## config.mk

```make
export PLATFORM = sky130hd
export DESIGN_NAME = svm_ctrl
export DESIGN_NICKNAME = d
export VERILOG_FILES = /design/src/sv/svm_pkg.sv /design/src/sv/svm_ctrl.sv
export SDC_FILE = /design/constraint.sdc
export NUM_CORES = 1
export LEC_CHECK = 0
export BUFFER_PORTS_ARGS = -buffer_cell sky130_fd_sc_hd__buf_2
export CAP_MARGIN = 30
export CORE_AREA = 2 2 39 41
export CTS_CLUSTER_SIZE = 40
export DETAILED_ROUTE_END_ITERATION = 8
export DIE_AREA = 0 0 41 43
export SLEW_MARGIN = 20
export SYNTH_ARGS = -nofsm -noshare
export SYNTH_HDL_FRONTEND = slang
export SYNTH_SLANG_ARGS = --single-unit
```

## constraint.sdc

```tcl
create_clock -name clk -period 1.1 [get_ports clk]
set_input_delay 0.165 -clock clk [delete_from_list [all_inputs] [get_ports clk]]
set_output_delay 0.165 -clock clk [all_outputs]
set_load 0.03 [all_outputs]
```

## src/sv/svm_pkg.sv

```systemverilog
package svm_pkg;

  localparam logic [5:0] OP_LOAD = 6'd0;
  localparam logic [5:0] OP_IMM  = 6'd1;
  localparam logic [5:0] OP_LC   = 6'd2;
  localparam logic [5:0] OP_LI   = 6'd3;
  localparam logic [5:0] OP_SC   = 6'd4;
  localparam logic [5:0] OP_SI   = 6'd5;
  localparam logic [5:0] OP_PUSH = 6'd6;
  localparam logic [5:0] OP_JMP  = 6'd7;
  localparam logic [5:0] OP_JZ   = 6'd8;
  localparam logic [5:0] OP_JNZ  = 6'd9;
  localparam logic [5:0] OP_CALL = 6'd10;
  localparam logic [5:0] OP_ENT  = 6'd11;
  localparam logic [5:0] OP_ADJ  = 6'd12;
  localparam logic [5:0] OP_LEV  = 6'd13;
  localparam logic [5:0] OP_LEA  = 6'd14;
  localparam logic [5:0] OP_OR   = 6'd15;
  localparam logic [5:0] OP_XOR  = 6'd16;
  localparam logic [5:0] OP_AND  = 6'd17;
  localparam logic [5:0] OP_EQ   = 6'd18;
  localparam logic [5:0] OP_NE   = 6'd19;
  localparam logic [5:0] OP_LT   = 6'd20;
  localparam logic [5:0] OP_LE   = 6'd21;
  localparam logic [5:0] OP_GT   = 6'd22;
  localparam logic [5:0] OP_GE   = 6'd23;
  localparam logic [5:0] OP_SHL  = 6'd24;
  localparam logic [5:0] OP_SHR  = 6'd25;
  localparam logic [5:0] OP_ADD  = 6'd26;
  localparam logic [5:0] OP_SUB  = 6'd27;
  localparam logic [5:0] OP_MUL  = 6'd28;
  localparam logic [5:0] OP_DIV  = 6'd29;
  localparam logic [5:0] OP_MOD  = 6'd30;
  localparam logic [5:0] OP_EXIT = 6'd31;

  localparam logic [2:0] ST_OK     = 3'd0;
  localparam logic [2:0] ST_DIVZ   = 3'd1;
  localparam logic [2:0] ST_UNSUP  = 3'd2;
  localparam logic [2:0] ST_EXITED = 3'd3;
  localparam logic [2:0] ST_RANGE  = 3'd4;

  localparam logic CFG_START = 1'b0;
  localparam logic CFG_STACK = 1'b1;

  typedef struct packed {
    logic [5:0]         command;
    logic signed [31:0] immediate;
    logic [11:0]        preload_address;
  } item_t;

  typedef struct packed {
    logic [31:0]        next_address;
    logic signed [31:0] accumulator;
    logic [2:0]         status;
    logic signed [31:0] exit_value;
  } result_t;

  typedef struct packed {
    logic latch;
    logic issue1;
    logic issue2;
    logic commit;
    logic div_run;
    logic div_finish;
  } ctl_cmd_t;

  typedef struct packed {
    logic div_needed;
    logic div_last;
    logic out_busy;
  } ctl_stat_t;

endpackage

```

## src/sv/svm_ctrl.sv

```systemverilog
module svm_ctrl
  import svm_pkg::*;
(
  input  logic      clk,
  input  logic      rst,
  input  logic      item_valid,
  output logic      item_stall,
  input  ctl_stat_t stat,
  output ctl_cmd_t  cmd
);

  localparam logic [2:0] S_IDLE = 3'd0;
  localparam logic [2:0] S_RD1  = 3'd1;
  localparam logic [2:0] S_RD2  = 3'd2;
  localparam logic [2:0] S_EXEC = 3'd3;
  localparam logic [2:0] S_DIV  = 3'd4;
  localparam logic [2:0] S_FIN  = 3'd5;

  logic [2:0] state, state_next;

  always_ff @(posedge clk) begin
    if (rst) state <= S_IDLE;
    else state <= state_next;
  end

  always_comb begin
    state_next = state;
    cmd = '0;
    item_stall = (state != S_IDLE);
    unique case (state)
      S_IDLE: begin
        if (item_valid) begin
          cmd.latch = 1'b1;
          state_next = S_RD1;
        end
      end
      S_RD1: begin
        cmd.issue1 = 1'b1;
        state_next = S_RD2;
      end
      S_RD2: begin
        cmd.issue2 = 1'b1;
        state_next = S_EXEC;
      end
      S_EXEC: begin
        // hold until the previous result transaction is gone
        if (!stat.out_busy) begin
          cmd.commit = 1'b1;
          state_next = stat.div_needed ? S_DIV : S_IDLE;
        end
      end
      S_DIV: begin
        cmd.div_run = 1'b1;
        if (stat.div_last) state_next = S_FIN;
      end
      S_FIN: begin
        cmd.div_finish = 1'b1;
        state_next = S_IDLE;
      end
      default: state_next = S_IDLE;
    endcase
  end

endmodule

```

==> results by group <==
Timing
  – Final hold vios: 0
  – Setup WS post-layout: -0.2172 ns
  – Slew @ Worst Pin: 0.1891 ns
  – Fin crit share: 119.7%
  – Setup violators final: 7
  – Layout Skew: 0.0006285 ns
  – Fmax: 759.2 MHz
  – Rel. slew slack: 87.38%
  – Final Critical Period: 1.317 ns
  – Pins over their slew limit: 0
  – RSZ-0062 raised after global routing: true

Clock network
  – CTS clk-pin slew, worst paths: around 0.040 ns
  – CTS tree: yes
  – Max H-tree Level: 1
  – CTS Buf Count: 3
  – Bufs on Longest Clock Path: 2
  – Worst skew pair latency: about 0.23 ns
  – Clk sinks: 3
  – Root Buffer: clkbuf_4

Floorplan
  – Die area: approximately 0.0018 mm2
  – Die Y: 43 um
  – # IOs: 13
  – Die Span X: around 40 um
  – Core Area: 0.001384 mm2
  – Initial Util: 13.38%
  – Row count: 14

Place
  – HPWL Detailed: ~400 um
  – Total placed cells including tap cells: 54
  – GP Congestion: slightly below 0.7
  – Port Buffer Count: 12

Job
  – Max-cap violations: 0

Logic synthesis
  – Synthesized area per cell: 8.417 um2
  – Syn_nets: 28
  – Syn Std Cell Area: 185.2 um2
  – Synth warnings: 0
  – EDFF count, synth: 0
  – Most common library cells after synthesis: dfxtp_1 (3), nor2_1 (3), nand2_1 (2), nor3b_1 (2)
  – Distinct cells, synth: 16
  – Post-synthesis register bit count: 3
  – Synth top area cells: dfxtp_1 (32%), nor3b_1 (8.1%), and4bb_2 (6.8%), nor3b_2 (6.8%), nor2_1 (6.1%)
  – Asr flop ratio synth: 0%
  – Syn Inst Count: 22
  – Register area share after synthesis: 32.43%
  – Dominant cell type by area after synthesis: dfxtp_1
  – Ys flop type: dfxtp_1
  – Synth top area share: 32.43%

Worst setup path
  – Critical path data arrival time: 1.15 ns
  – Worst Path Max Fanout: 2
  – Critical Path Sink Type: primary output
  – Worst Setup Path Type: flip-flop to primary output
  – CP required: 0.94 ns
  – Startpoint class of the critical path: flip-flop

Power
  – Switching power: 0.0001490 W
  – Sequential group share of total power: between 20% and 30%
  – Clock power frac: 40.7%
  – Leakage: approximately 0.19 nW
  – Maximum vdd drop: 0.0005320 V
  – Part of the power in combinational logic: 33.2%
  – Internal power: 0.0003305 W
  – Switching part of the total power: between 30% and 40%
  – Pwr Density: about 1200 mW/mm2

Route
  – Drc violations: 0
  – DRT Pass-1 Iters: 2
  – Detailed Route Iter0 Violations: 4
  – Via-per-instance ratio: 3.864
  – Final WL: 528 um
  – Post-DRT Antenna Nets: 0
  – Via count: between 200 and 250
  – Routed len/inst: 8.949 um

Global routing
  – Congestion Overflow GR: 0
  – M1 GR Usage: under 10%
  – Met2 usage: 8.750%
  – Total GRT Usage: 7.515%
  – Vias in the first global route: 210
  – First-pass GRT wire length: 786 um
  – Met3 global-route usage: a little under a tenth
  – Most Crowded Layer GR: met3
  – Antenna violations before repair: 0
  – Largest net degree at the start of global routing: 9

Run status
  – Status: finished, violations left
  – Failing checks: negative setup slack

Final layout
  – Top reg by flops: state
  – Non-filler cells, final: 59
  – Final core utilization: 29.66%
  – Final Net Count: 50
  – Share of layout cells above drive strength 1: 72.09%
  – N_diodes: 0
  – Biggest regs: state x3
  – Area delta synth->final: 121.6%
  – Max reg flops: 3
  – FILL cells: 160

Min path
  – Worst hold-check path type: primary input to flip-flop
-- cell usage in the layout, fill, tap and decap left out --
| master | instances |
|---|---|
| nor3b_4 | 1 |
| a21oi_1 | 1 |
| dfxtp_4 | 1 |
| clkbuf_1 | 1 |
| and4bb_2 | 1 |
| buf_6 | 8 |
| and3b_1 | 1 |
| nor2_4 | 1 |
| nand2_1 | 1 |
| nor3_1 | 1 |
| dfxtp_1 | 1 |
| nor2_1 | 2 |
| o21ai_0 | 1 |
| or3_4 | 1 |
| dfxtp_2 | 1 |
| nand3b_1 | 1 |
| inv_1 | 1 |
| clkbuf_4 | 3 |
| nand2_2 | 1 |
| buf_2 | 6 |
| a211o_1 | 1 |
| buf_4 | 4 |
| nor3b_2 | 2 |
| a21oi_2 | 1 |
-- per-layer routing --
| layer | share of wire (%) | routed length, um |
|---|---|---|
| met1 | 40 | 209 |
| met2 | 45 | 240 |
| met3 | 15 | 78 |
| met4 | 0 | 0 |
| met5 | 0 | 0 |
-- metrics by stage --
| step | hold slack (ns) | instance area [um2] | power, W | worst slack (ns) | setup TNS (ns) |
|---|---|---|---|---|---|
| floorplan | 0.2274 | 202.7 | 0.0002116 | -0.2225 | -0.4800 |
| CTS | 0.1130 | 400.4 | 0.0004902 | -0.2233 | -1.255 |
| global placement | 0.3647 | 312.8 | 0.0002537 | -0.03498 | -0.03498 |
| global route | 0.1098 | 410.4 | 0.0005223 | -0.2608 | -1.492 |
| detailed placement | 0.3651 | 312.8 | 0.0002558 | -0.04885 | -0.04927 |
| finish | 0.1179 | 410.4 | 0.0004795 | -0.2172 | -1.062 |
-- worst paths after layout --
| kind | startpoint | end | cells past startpoint | slack, ns |
|---|---|---|---|---|
| worst min register to register | state[2] | state[1] | 2 | 0.55 |
| worst min-delay path | rst | state[0] | 2 | 0.12 |
| worst max-delay path | state[0] | cmd[5] | 3 | -0.22 |
| worst max register to register | state[1] | state[0] | 5 | 0.06 |
-- cell type report --
type	instances	area (um2)	share of cell area (%)
clock buffers	4	26.28	6.402
repair buffers	18	150.1	36.59
inverters	1	3.754	0.9146
flip-flops and latches	3	65.06	15.85
well taps	16	20.02	4.878
multi-input cells	17	145.1	35.37
-- cell families after synthesis --
group	count (synthesis)	share of synthesized area, %
simple gates	13	46.62
compound gates	4	14.86
flops	3	32.43
buf+inv	2	6.081
-- timing repair --
| item | in CTS | in global routing |
|---|---|---|
| cloned | 0 | 0 |
| resized for setup | 14 | 6 |
| pin swaps | 0 | 3 |
| buffers inserted | 2 | 0 |
| hold buffers | 0 | 0 |
| setup endpoints to repair | 7 | 9 |
-- critical path: stages (launching register included) --
cell     delay, ns
dfxtp_1       0.30
or3_4         0.40
nor2_4        0.09
buf_6         0.13
-- power by group through the flow --
stage / registers, W / logic (W) / clock network [W]
floorplan: 0.000125 / 0.0000862 / 0
global placement: 0.000124 / 0.000129 / 0
detailed placement: 0.000124 / 0.000131 / 0
CTS: 0.000124 / 0.000158 / 0.000208
global route: 0.000126 / 0.000170 / 0.000226
finish: 0.000125 / 0.000159 / 0.000195
Power figures use the tool's default switching activity.
